<file path="src/rtl/core/bpw_pkg.sv">
package bpw_pkg;

    // Storage size and derived widths
    localparam int MAX_ATOMS = 16;
    localparam int ADDR_W    = $clog2(MAX_ATOMS);
    localparam int CNT_W     = $clog2(MAX_ATOMS + 1);
    localparam int TOT_W     = 32 + ADDR_W;
    localparam int DIV_W     = TOT_W;

    // Fixed-point constants
    localparam logic [31:0] ONE_Q30   = 32'h4000_0000;
    localparam logic [31:0] ONE_Q31   = 32'h8000_0000;
    localparam logic [63:0] SQRT_TOP  = 64'h4000_0000_0000_0000;
    localparam logic [5:0]  DIV_U_STEPS = 6'd31;
    localparam logic [5:0]  DIV_W_STEPS = 6'd32;

    // Item commands
    localparam logic CMD_LOAD = 1'b0;
    localparam logic CMD_EVAL = 1'b1;

    typedef enum logic [1:0] {
        ST_OK     = 2'd0,
        ST_COINC  = 2'd1,
        ST_ZERO   = 2'd2,
        ST_BADIDX = 2'd3
    } status_t;

    typedef enum logic [4:0] {
        OP_NONE,
        OP_STORE,
        OP_LOAD_PT,
        OP_DIFF_PT,
        OP_DIFF_CI,
        OP_SQUARE,
        OP_SUM,
        OP_SQRT_GO,
        OP_LAM_WR,
        OP_ROW_LATCH,
        OP_UPREP,
        OP_A_SAT,
        OP_DIV_U_GO,
        OP_TAKE_Q,
        OP_A2,
        OP_A3,
        OP_PP,
        OP_WMUL,
        OP_ROW_END,
        OP_DIV_W_GO,
        OP_OUT
    } dp_op_t;

    typedef struct packed {
        dp_op_t            op;
        logic [ADDR_W-1:0] addr;
        logic              tgt;
        status_t           st;
    } dp_cmd_t;

    typedef struct packed {
        logic sqrt_busy;
        logic div_busy;
        logic root_zero;
        logic u_sat;
        logic total_zero;
    } dp_stat_t;

endpackage

</file>
<file path="src/rtl/core/bpw_ctrl.sv">
module bpw_ctrl (
    input  logic              clk,
    input  logic              rst_n,
    input  logic              in_valid,
    output logic              in_ready,
    input  logic              cmd,
    input  logic [3:0]        atom_index,
    output logic              out_valid,
    input  logic              out_ready,
    input  logic              cfg_we,
    input  logic [4:0]        cfg_wdata,
    output bpw_pkg::dp_cmd_t  dcmd,
    input  bpw_pkg::dp_stat_t dstat
);

    localparam int CW = bpw_pkg::CNT_W;
    localparam int AW = bpw_pkg::ADDR_W;

    typedef enum logic [4:0] {
        S_IDLE, L_RD, L_DIFF, L_SQ, L_SUM, L_SQGO, L_SQW, L_WR,
        R_RD, R_LAT, P_CHK, P_RD, P_DIFF, P_SQ, P_SUM, P_SQGO, P_SQW,
        P_ZCHK, P_USEL, P_DIVW, P_TAKEQ, P_A2, P_A3, P_PP, P_WMUL,
        R_END, W_CHK, W_DIVW, S_FIN
    } state_t;

    state_t           state_reg, state_next;
    logic [4:0]       natoms_reg, natoms_next;
    logic [CW-1:0]    n_reg, n_next;
    logic [CW-1:0]    i_reg, i_next;
    logic [CW-1:0]    j_reg, j_next;
    logic [CW-1:0]    idx_reg, idx_next;
    logic [1:0]       pk_reg, pk_next;
    bpw_pkg::status_t st_reg, st_next;
    logic             ovalid_reg, ovalid_next;

    logic [CW-1:0]    n_clamp;
    logic             take;
    logic             out_free;

    assign n_clamp  = (32'(natoms_reg) > bpw_pkg::MAX_ATOMS)
                      ? CW'(bpw_pkg::MAX_ATOMS) : CW'(natoms_reg);
    assign in_ready = (state_reg == S_IDLE);
    assign take     = in_valid && in_ready;
    assign out_free = !ovalid_reg || out_ready;
    assign out_valid = ovalid_reg;

    // next state, counters and datapath command
    always_comb
    begin
        state_next  = state_reg;
        natoms_next = cfg_we ? cfg_wdata : natoms_reg;
        n_next      = n_reg;
        i_next      = i_reg;
        j_next      = j_reg;
        idx_next    = idx_reg;
        pk_next     = pk_reg;
        st_next     = st_reg;
        ovalid_next = ovalid_reg && !out_ready;
        dcmd.op     = bpw_pkg::OP_NONE;
        dcmd.addr   = i_reg[AW-1:0];
        dcmd.tgt    = (i_reg == idx_reg);
        dcmd.st     = st_reg;

        case (state_reg)
            S_IDLE:
            begin
                dcmd.addr = AW'(atom_index);
                if (take && cmd == bpw_pkg::CMD_LOAD)
                begin
                    if (32'(atom_index) < bpw_pkg::MAX_ATOMS)
                    begin
                        dcmd.op = bpw_pkg::OP_STORE;
                    end
                end
                else if (take)
                begin
                    dcmd.op  = bpw_pkg::OP_LOAD_PT;
                    n_next   = n_clamp;
                    idx_next = CW'(atom_index);
                    i_next   = '0;
                    if (32'(atom_index) >= 32'(n_clamp))
                    begin
                        st_next    = bpw_pkg::ST_BADIDX;
                        state_next = S_FIN;
                    end
                    else
                    begin
                        state_next = L_RD;
                    end
                end
            end
            // distances from the point to every atom
            L_RD:   state_next = L_DIFF;
            L_DIFF:
            begin
                dcmd.op    = bpw_pkg::OP_DIFF_PT;
                state_next = L_SQ;
            end
            L_SQ:
            begin
                dcmd.op    = bpw_pkg::OP_SQUARE;
                state_next = L_SUM;
            end
            L_SUM:
            begin
                dcmd.op    = bpw_pkg::OP_SUM;
                state_next = L_SQGO;
            end
            L_SQGO:
            begin
                dcmd.op    = bpw_pkg::OP_SQRT_GO;
                state_next = L_SQW;
            end
            L_SQW:
            begin
                if (!dstat.sqrt_busy)
                begin
                    state_next = L_WR;
                end
            end
            L_WR:
            begin
                dcmd.op = bpw_pkg::OP_LAM_WR;
                if (i_reg == n_reg - CW'(1))
                begin
                    i_next = '0;
                end
                else
                begin
                    i_next = i_reg + CW'(1);
                end
                state_next = (i_reg == n_reg - CW'(1)) ? R_RD : L_RD;
            end
            // one row of the cell function product per atom
            R_RD:   state_next = R_LAT;
            R_LAT:
            begin
                dcmd.op    = bpw_pkg::OP_ROW_LATCH;
                j_next     = '0;
                state_next = P_CHK;
            end
            P_CHK:
            begin
                if (j_reg == n_reg)
                begin
                    state_next = R_END;
                end
                else if (j_reg == i_reg)
                begin
                    j_next = j_reg + CW'(1);
                end
                else
                begin
                    state_next = P_RD;
                end
            end
            P_RD:
            begin
                dcmd.addr  = j_reg[AW-1:0];
                state_next = P_DIFF;
            end
            P_DIFF:
            begin
                dcmd.op    = bpw_pkg::OP_DIFF_CI;
                state_next = P_SQ;
            end
            P_SQ:
            begin
                dcmd.op    = bpw_pkg::OP_SQUARE;
                state_next = P_SUM;
            end
            P_SUM:
            begin
                dcmd.op    = bpw_pkg::OP_SUM;
                state_next = P_SQGO;
            end
            P_SQGO:
            begin
                dcmd.op    = bpw_pkg::OP_SQRT_GO;
                state_next = P_SQW;
            end
            P_SQW:
            begin
                if (!dstat.sqrt_busy)
                begin
                    state_next = P_ZCHK;
                end
            end
            P_ZCHK:
            begin
                dcmd.op = bpw_pkg::OP_UPREP;
                if (dstat.root_zero)
                begin
                    st_next    = bpw_pkg::ST_COINC;
                    state_next = S_FIN;
                end
                else
                begin
                    state_next = P_USEL;
                end
            end
            P_USEL:
            begin
                pk_next = '0;
                if (dstat.u_sat)
                begin
                    dcmd.op    = bpw_pkg::OP_A_SAT;
                    state_next = P_A2;
                end
                else
                begin
                    dcmd.op    = bpw_pkg::OP_DIV_U_GO;
                    state_next = P_DIVW;
                end
            end
            P_DIVW:
            begin
                if (!dstat.div_busy)
                begin
                    state_next = P_TAKEQ;
                end
            end
            P_TAKEQ:
            begin
                dcmd.op    = bpw_pkg::OP_TAKE_Q;
                state_next = P_A2;
            end
            // three passes of the smoothing polynomial
            P_A2:
            begin
                dcmd.op    = bpw_pkg::OP_A2;
                state_next = P_A3;
            end
            P_A3:
            begin
                dcmd.op    = bpw_pkg::OP_A3;
                state_next = P_PP;
            end
            P_PP:
            begin
                dcmd.op = bpw_pkg::OP_PP;
                if (pk_reg == 2'd2)
                begin
                    state_next = P_WMUL;
                end
                else
                begin
                    pk_next    = pk_reg + 2'd1;
                    state_next = P_A2;
                end
            end
            P_WMUL:
            begin
                dcmd.op    = bpw_pkg::OP_WMUL;
                j_next     = j_reg + CW'(1);
                state_next = P_CHK;
            end
            R_END:
            begin
                dcmd.op = bpw_pkg::OP_ROW_END;
                if (i_reg == n_reg - CW'(1))
                begin
                    state_next = W_CHK;
                end
                else
                begin
                    i_next     = i_reg + CW'(1);
                    state_next = R_RD;
                end
            end
            // normalize the target product
            W_CHK:
            begin
                if (dstat.total_zero)
                begin
                    st_next    = bpw_pkg::ST_ZERO;
                    state_next = S_FIN;
                end
                else
                begin
                    dcmd.op    = bpw_pkg::OP_DIV_W_GO;
                    state_next = W_DIVW;
                end
            end
            W_DIVW:
            begin
                if (!dstat.div_busy)
                begin
                    st_next    = bpw_pkg::ST_OK;
                    state_next = S_FIN;
                end
            end
            S_FIN:
            begin
                if (out_free)
                begin
                    dcmd.op     = bpw_pkg::OP_OUT;
                    ovalid_next = 1'b1;
                    state_next  = S_IDLE;
                end
            end
            default:
            begin
                state_next = S_IDLE;
            end
        endcase
    end

    // state and registered outputs
    always_ff @(posedge clk or negedge rst_n)
    begin
        if (!rst_n)
        begin
            state_reg  <= S_IDLE;
            natoms_reg <= 5'd1;
            n_reg      <= '0;
            i_reg      <= '0;
            j_reg      <= '0;
            idx_reg    <= '0;
            pk_reg     <= '0;
            st_reg     <= bpw_pkg::ST_OK;
            ovalid_reg <= 1'b0;
        end
        else
        begin
            state_reg  <= state_next;
            natoms_reg <= natoms_next;
            n_reg      <= n_next;
            i_reg      <= i_next;
            j_reg      <= j_next;
            idx_reg    <= idx_next;
            pk_reg     <= pk_next;
            st_reg     <= st_next;
            ovalid_reg <= ovalid_next;
        end
    end

endmodule

</file>
<file path="config.mk">
export PLATFORM = sky130hd
export DESIGN_NAME = bpw_ctrl
export DESIGN_NICKNAME = d
export VERILOG_FILES = /design/src/rtl/core/bpw_pkg.sv /design/src/rtl/core/bpw_ctrl.sv
export SDC_FILE = /design/constraint.sdc
export NUM_CORES = 1
export LEC_CHECK = 0
export ABC_CLOCK_PERIOD_IN_PS = 6800
export BUFFER_PORTS_ARGS = -buffer_cell sky130_fd_sc_hd__buf_2
export CAP_MARGIN = 20
export CORE_ASPECT_RATIO = 1.25
export CORE_MARGIN = 5
export CORE_UTILIZATION = 60
export CTS_BUF_LIST = sky130_fd_sc_hd__clkbuf_8
export DETAILED_ROUTE_END_ITERATION = 8
export PLACE_DENSITY = 0.94
export SYNTH_ARGS = -nofsm -noshare
export SYNTH_HDL_FRONTEND = slang
export SYNTH_SLANG_ARGS = --single-unit
export TNS_END_PERCENT = 10
</file>
<file path="constraint.sdc">
create_clock -name clk -period 6.8 [get_ports clk]
set_input_delay 0 -clock clk [delete_from_list [all_inputs] [get_ports clk]]
set_output_delay 0 -clock clk [all_outputs]
set_load 0.005 [all_outputs]
</file>
== After elaboration in Yosys (flattened, before gate mapping) ==
Cells that the tools add are included.
Widths: inputs -> output; s select.
Operators by class
  mux-type cells: 44
  add/subtract/negate cells: 4
  bitwise logic cells: 2
  magnitude comparators: 2
  eq/ne operators: 48
  reduce and logical (&&, ||, !) cells: 21
Operators by type and width (count)
  $pmux 5 s28: 1
  $mux 5: 20
  $pmux 5 s18: 1
  $eq 5x5->1 const B: 13
  $eq 5x4->1 const B: 8
  $pmux 5 s3: 2
  $ne 2x2->1 const B: 12
  $eq 5x3->1 const B: 4
  $mux 2: 9
  $eq 5x5->1: 3
  $mux 4: 3
  $add 5x1->5 const B: 2
  $eq 5x2->1 const B: 2
  $mux 3: 3
  $pmux 2 s4: 1
  $pmux 4 s2: 1
  $reduce_and 8->1: 1
  $reduce_or 2->1: 4
  $reduce_and 7->1: 1
  $reduce_and 3->1: 2
  $reduce_bool 3->1: 2
  $eq 5x1->1 const B: 1
  $eq 5x4->1: 1
  $ge 4x5->1: 1
  other kinds (17): 23
Word-level totals
  logic and storage cells: 130
  register bits after elaboration: 34
  input bits: 20
  output and inout bits: 14

== Depth between registers and ports, before layout ==
Gate-level depths: netlist (run 1).
  depth in word-level cells: 7
  mapped depth: 8
  depth with buffers taken out: 8

== Worst setup path before layout (run 1) ==
No wires, ideal clock.
  kind: reg2reg
  start point: register natoms_reg[0]
  end point: register state_reg[2]
  period minus slack after synthesis: 2183 ps
  cell stages (with the launch flop): 9
  required time: 6675 ps
  buffers on the path: 0
  slack: 4617 ps
  arrival time: 2058 ps
  library setup time: 125 ps
  cells stage by stage: dfstp_2 nor2b_1 ha_1 nand2b_1 a2111oi_2 nor2_1 a21oi_1 o2111ai_1 mux2_4
On the way
  cells in the longest elaborated chain, start to end: 7
RTL lines
  start, declared: line bpw_ctrl.sv:27  | logic [4:0] natoms_reg, natoms_next;
  start signal, assigned: line bpw_ctrl.sv:327  | natoms_reg <= natoms_next;
  $gt 5x5->1: line bpw_ctrl.sv:40  | assign n_clamp = (32'(natoms_reg) > bpw_pkg::MAX_ATOMS)
  $mux 5 *: line bpw_ctrl.sv:41  | ? CW'(bpw_pkg::MAX_ATOMS) : CW'(natoms_reg);
  via n_clamp[0]: line bpw_ctrl.sv:36  | logic [CW-1:0] n_clamp;
  $ge 4x5->1 *: line bpw_ctrl.sv:81  | if (32'(atom_index) >= 32'(n_clamp))
  $mux 5 *: line bpw_ctrl.sv:81
  $mux 5 *: line bpw_ctrl.sv:75  | else if (take)
  $mux 5 *: line bpw_ctrl.sv:68  | if (take && cmd == bpw_pkg::CMD_LOAD)
  $pmux 5 s28 *: line bpw_ctrl.sv:64  | case (state_reg)
  end signal, assigned: line bpw_ctrl.sv:326  | state_reg <= state_next;
  end, declared: line bpw_ctrl.sv:26  | state_t state_reg, state_next;
The timed path passes the listed nets; every way through them passes the cells marked *. The select of a mux whose other input is x is not followed.
A chain may end at the register's enable or synchronous reset.

==> impl_metrics.tcl, run 1 <==
set metrics [dict create \
    antenna_found_initial 0 \
    hold_slack_ns 0.01708 \
    grt_max_degree 35 \
    path_cells "nor3_2 -> and2_1 -> nand3_1 -> o311ai_0 -> buf_2" \
    area_growth_syn_to_layout_pct 8.883 \
    cts.clk_slew.worst_paths_ns 0.08 \
    postLayoutCoreUtil 0.6759 \
    drcViolationCount 0 \
    drive_above_1_share 0.1973 \
    io_pins 34 \
    die-area_um2 6443 \
    die_height_um 88.50 \
    insertedDiodeCount 0 \
    core_area_um2 4765 \
    p_leak_uw 0.001339 \
    die_w_um 72.80 \
    syn_nets 380 \
    crit_type "flip-flop to output pin" \
    root_buffer "clkbuf_8" \
    grt_usage 0.2740 \
    hold_viol 0 \
    cts_sinks 34 \
    drt_first_pass_iters 5 \
    drt_iter0_drc 386 \
    worstSkewPairLatency_ns 0.30 \
    maxSlewHeadroom 0.3264 \
    min_path_type "input port to flip-flop" \
    cp.required_ns 6.80 \
    reg2reg_slack_ns 4.16 \
    status "finished, final reports clean" \
    tightest_slew_ns 1.010 \
    ant_nets 0 \
    cts_buffers 5 \
    min_path_cells 3 \
    placed_area_um2 3035 \
    grt_overflow_total 0 \
    synthCells 352 \
    synth-edff-count 0 \
    startpoint_type "flip-flop" \
    p_clk_frac 0.118 \
    fin_area_um2 3221 \
    post_synth.cell_area_avg_um2 8.403 \
    p_comb_frac 0.548 \
    cts_tree "built" \
    slowest_stage "dfrtp_1" \
    grt_pass1_vias 2808 \
    cp.arrival_ns 2.83 \
    p_seq_frac 0.334 \
    row_count 28 \
    h-tree-depth 2 \
    finalCriticalPeriod_ns 2.828 \
    switching_power_uw 690.5 \
    intPower_uw 703.1 \
    grt_pass1_wl_mm 13.50 \
    post_cts_buffers 0 \
    setup_viol 0 \
    hold_buffers 9 \
    fmaxAchievable_ghz 0.3536 \
    start_util 0.6208 \
    finClkSkew_ns 0.01218 \
    port_buffers 33 \
    num-fill-cells 389 \
    crit_start "state_reg[1]" \
    worstPathMaxFanout 26 \
    routed_wl_mm 8.204 \
    vias 2879 \
    ir_worst_vdd_uv 250.5 \
    cap_viol_max_count 0 \
    async_reset_ff_frac 1.000 \
    wl_per_cell_um 18.86 \
    r2r_cells 5 \
    clk_path_buf_depth 2 \
    synth-main-ff-cell "dfrtp_1" \
    yosysWarnings 0 \
    endpoint_kind "output pin" \
    critPathMaxStageDelay_ns 0.72 \
    layout.nets 402 \
    netlist_area_um2 2958 \
    cp-endpoint "dcmd[8]" \
    synth.distinct_cells 76 \
    cts_resized 0 \
    yosysSeqAreaShare 0.2881 \
    finalWeightedCongestion 0.9941 \
    dp.final_hpwl_mm 5.713 \
    r2r_start "state_reg[1]" \
    fin_crit_sh 0.4159 \
    fin_tns_setup_ns 0 \
    vias_per_cell 6.618 \
    r2r-end "i_reg[3]" \
    switching_share 0.4955 \
    rsz0062_at_grt "false" \
    drv_slew 0 \
    ys_seq_elements 34 \
    p_per_area_nw_per_um2 432.7 \
]
routing by layer:
layer | up-vias | global-route usage | share of wire
li1 | 1297 | - | -
met1 | 1333 | 0.3226 | 0.36
met2 | 200 | 0.4491 | 0.49
met3 | 49 | 0.05795 | 0.093
met4 | 0 | 0.1795 | 0.055
met5 | - | 0 | 0
worst max-delay path, delay by kind of cell, from the launching register on:
kind	cells	cell delay (ns)
compound gates	1	0.30
simple gates	3	1.29
buf+inv	1	0.21
flops	1	0.72
final cells by class:
| class | count | area [µm²] | share of cell area |
|---|---|---|---|
| Multi-Input combinational cell | 282 | 1909 | 0.5929 |
| Sequential cell | 34 | 852.1 | 0.2646 |
| Timing Repair Buffer | 42 | 255.2 | 0.07925 |
| Clock buffer | 6 | 82.58 | 0.02564 |
| Tap cell | 60 | 75.07 | 0.02331 |
| Inverter | 9 | 33.78 | 0.01049 |
| Clock inverter | 2 | 12.51 | 0.003885 |
through the flow:
| stage | setup WS (ns) | cells | power, µW |
|---|---|---|---|
| final | 3.972 | 435 | 1394 |
| after global routing | 3.803 | 435 | 1501 |
| after CTS | 4.079 | 435 | 1376 |
| after detailed placement | 4.271 | 418 | 1206 |
| after global placement | 4.368 | 418 | 1178 |
| after floorplan | 4.617 | 352 | 1042 |
layout by cell type (no fill, tap or decap), types with 8 or more instances in the layout:
master	netlist	final
inv_1	8	8
xnor2_1	16	16
dfrtp_1	33	33
ha_1	8	8
nand2b_1	16	16
a21oi_1	18	18
nor2_1	16	16
nor3_1	9	9
nand3_1	20	20
nand2_1	50	50
dlygate4sd3_1	0	9
o21ai_0	25	25
buf_2	16	33
Yosys cell counts, drive strengths merged, types with 2 or more instances:
library cell,n,area share
nand2,52,0.068
dfrtp,33,0.28
o21ai,29,0.052
buf,24,0.051
nand3,21,0.037
xnor2,19,0.064
a21oi,18,0.030
nor2,17,0.022
nand2b,16,0.034
nor3,10,0.019
inv,9,0.011
ha,8,0.034
mux2,7,0.029
nor2b,7,0.017
xor2,7,0.026
a21boi,6,0.015
a22oi,5,0.013
nor3b,4,0.016
o211ai,4,0.010
a221oi,3,0.0089
a22o,3,0.0089
and2,3,0.0063
clkbuf,3,0.0038
nand3b,3,0.0076
a211oi,2,0.0085
a32o,2,0.0068
nand4,2,0.0042
o2111ai,2,0.012
o311ai,2,0.012
o32ai,2,0.0059
or2,2,0.0042
or3,2,0.0042
power groups by stage:
stage	Sequential, µW	Clock (µW)	Combinational [µW]
6_report	466	164	763
5_1_grt	485	175	841
4_1_cts	460	162	754
3_5_place_dp	463	0	742
3_3_place_gp	456	0	723
2_1_floorplan	319	0	723
cells by family after synthesis:
family	count (synthesis)	synth area share
AO/OA/AOI/OAI	94	0.2293
multiplexers	8	0.03257
XOR/XNOR	26	0.08968
adder cells (fa/ha/maj)	8	0.03384
flip-flops	34	0.2881
AND/OR/NAND/NOR	146	0.2602
buffers and inverters	36	0.06641
how the worst min path moves through the flow:
stage,from,endpoint,slack (ns)
finish,atom_index[0],idx_reg[0],0.02
global route,atom_index[0],idx_reg[0],0.04
global placement,rst_n,st_reg[0],0.11
detailed placement,rst_n,st_reg[0],0.12
CTS,atom_index[0],idx_reg[0],0.02
floorplan,rst_n,i_reg[0],-0.30
(Power assumes the default switching activity.)
==> inputs of run 2 (changes only) <==
--- a/config.mk
+++ b/config.mk
@@ -5,15 +5,16 @@
 export SDC_FILE = /design/constraint.sdc
 export NUM_CORES = 1
 export LEC_CHECK = 0
-export ABC_CLOCK_PERIOD_IN_PS = 6800
+export ABC_AREA = 1
+export ABC_CLOCK_PERIOD_IN_PS = 2500
 export BUFFER_PORTS_ARGS = -buffer_cell sky130_fd_sc_hd__buf_2
 export CAP_MARGIN = 20
 export CORE_ASPECT_RATIO = 1.25
 export CORE_MARGIN = 5
-export CORE_UTILIZATION = 60
+export CORE_UTILIZATION = 55
 export CTS_BUF_LIST = sky130_fd_sc_hd__clkbuf_8
 export DETAILED_ROUTE_END_ITERATION = 8
-export PLACE_DENSITY = 0.94
+export PLACE_DENSITY = 0.91
 export SYNTH_ARGS = -nofsm -noshare
 export SYNTH_HDL_FRONTEND = slang
 export SYNTH_SLANG_ARGS = --single-unit
==> constraint.sdc (replaced) <==
create_clock -name clk -period 2.5 [get_ports clk]
set_input_delay 0 -clock clk [delete_from_list [all_inputs] [get_ports clk]]
set_output_delay 0 -clock clk [all_outputs]
set_load 0.005 [all_outputs]
==> impl_metrics.tcl, run 2 <==
set metrics [dict create \
    status "finished, final reports clean" \
    fmaxAchievable_ghz 0.4242 \
    startpoint_type "flip-flop" \
    synth-edff-count 0 \
    drcViolationCount 0 \
    hold_slack_ns 0.009470 \
    fin_cells 542 \
    cap_viol_max_count 0 \
    min_path_type "input port to flip-flop" \
    netlist_area_um2 2859 \
    io_pins 34 \
    synth-main-ff-cell "dfrtp_1" \
    r2r_cells 9 \
    async_reset_ff_frac 1.000 \
    final_common_cell "nand2_1" \
    cp-endpoint "st_reg[0]" \
    setup_viol 0 \
    cts.clk_slew.worst_paths_ns 0.08 \
    r2r_start "natoms_reg[1]" \
    insertedDiodeCount 0 \
    cts_buffers 5 \
    post_cts_buffers 0 \
    tightest_slew_ns 0.7706 \
    hold_viol 0 \
    core_area_um2 5080 \
    placed_cells 526 \
    reg2reg_slack_ns 0.14 \
    die_w_um 74.49 \
    grt_max_degree 35 \
    h-tree-depth 2 \
    synth.distinct_cells 34 \
    crit_start "natoms_reg[1]" \
    r2r-end "st_reg[0]" \
    vias_per_cell 5.775 \
    dp.final_hpwl_mm 6.321 \
    rsz0062_at_grt "false" \
    grt_pass1_vias 3142 \
    finClkSkew_ns 0.01151 \
    syn_nets 467 \
    wl_per_cell_um 15.81 \
    post_synth.cell_area_avg_um2 6.513 \
    drt_first_pass_iters 6 \
    synth_common_cells "nand2_1, inv_1, nand3_1" \
    port_buffers 33 \
    start_util 0.5628 \
    synth_top_area_frac 0.2888 \
    endpoint_kind "flip-flop" \
    clk_path_buf_depth 2 \
    crit_type "flip-flop to flip-flop" \
    layout.nets 507 \
    placed_area_um2 3068 \
    fin_area_um2 3266 \
    yosysWarnings 0 \
    ir_worst_vdd_uv 749.5 \
    yosys.cell_count.top_type "nand2_1" \
    finalCriticalPeriod_ns 2.357 \
    grt_overflow_total 0 \
    vias 3130 \
    fin_tns_setup_ns 0 \
    die_height_um 90.61 \
    maxSlewHeadroom 0.4863 \
    cp.required_ns 2.66 \
    die-area_um2 6749 \
    grt_usage 0.2677 \
    worstSkewPairLatency_ns 0.29 \
    cts_tree "built" \
    ant_nets 0 \
    drv_slew 0 \
    fin_crit_sh 0.9429 \
    p_per_area_nw_per_um2 1001 \
    area_growth_syn_to_layout_pct 14.22 \
    grt_pass1_wl_mm 14.27 \
    cts_sinks 34 \
    netlist_top_cells_area "dfrtp_1, nand2_1, nand3_1" \
    antenna_found_initial 0 \
    yosysTopAreaCell "dfrtp_1" \
    root_buffer "clkbuf_8" \
    ys_seq_elements 34 \
    mostFrequentLayoutCells "nand2_1, inv_1, nand3_1" \
    drive_above_1_share 0.1688 \
    routed_wl_mm 8.569 \
    finalWeightedCongestion 0.9456 \
    row_count 29 \
    yosysSeqAreaShare 0.2980 \
    p_leak_uw 0.001840 \
    drt_iter0_drc 283 \
    worstPathMaxFanout 4 \
    cp.arrival_ns 2.52 \
    synthCells 439 \
]
## run 2: how the worst min path moves through the flow
stage | start | to | slack [ns] | depth (start not counted)
global placement | rst_n | out_valid | 0.10 | 1
detailed placement | rst_n | out_valid | 0.12 | 1
finish | cfg_we | natoms_reg[4] | 0.009 | 2
global route | cfg_we | natoms_reg[4] | 0.05 | 2
CTS | cfg_we | natoms_reg[4] | 0.009 | 2
floorplan | rst_n | i_reg[0] | -0.30 | 0
## run 2: kinds of logic after synthesis
logic type / after synthesis / share of synthesized area
xor gates and xnor gates: 15 / 0.04595
AOI/OAI and AO/OA: 39 / 0.08184
buffers and inverters: 70 / 0.09584
and+or+nand+nor: 269 / 0.4276
adders and majority gates: 8 / 0.03501
DFF: 34 / 0.2980
muxes: 4 / 0.01575
## run 2: layout make-up
type | instances | area [µm²]
Clock buffer | 5 | 68.82
Multi-Input combinational cell | 335 | 1740
Tap cell | 62 | 77.57
Clock inverter | 3 | 41.29
Fill cell | 469 | 1814
Sequential cell | 34 | 852.1
Timing Repair Buffer | 43 | 260.3
Inverter | 60 | 225.2
## run 2: report_power, final
part	switching, µW	total (µW)	internal (µW)
clock network	211	504	293
registers	204	898	694
logic	1230	1870	641
## run 2: timing repair
action                                  CTS  global route
resized for setup                         0             1
hold buffers                              8             0
hold endpoints to repair                 39             0
endpoints found under the setup margin    0             6
## run 2: layer usage
layer  GRT usage  vias up  share of wire
met4      0.1632        0          0.054
met1      0.2957     1405           0.38
li1            -     1496              -
met5           0        -              0
met2      0.4487      176           0.50
met3     0.06125       53          0.070
## run 2: stage by stage
step | setup slack [ns] | total power (µW) | utilization
after CTS | 0.02257 | 3215 | 0.6414
after detailed placement | 0.1282 | 2692 | 0.6039
after floorplan | 0.3481 | 2163 | -
after global routing | 0.01748 | 3547 | 0.6429
final | 0.1427 | 3269 | 0.6429
after global placement | 0.2320 | 2641 | 0.6039
## run 2: worst max-delay path: stages (launching register included)
cell     delay, ns
dfrtp_1       0.41
o41ai_2       0.47
nand2_1       0.18
ha_1          0.34
nand4_1       0.11
or2_2         0.32
nand4_1       0.11
nand3_1       0.12
nand2_1       0.08
o21ai_0       0.08
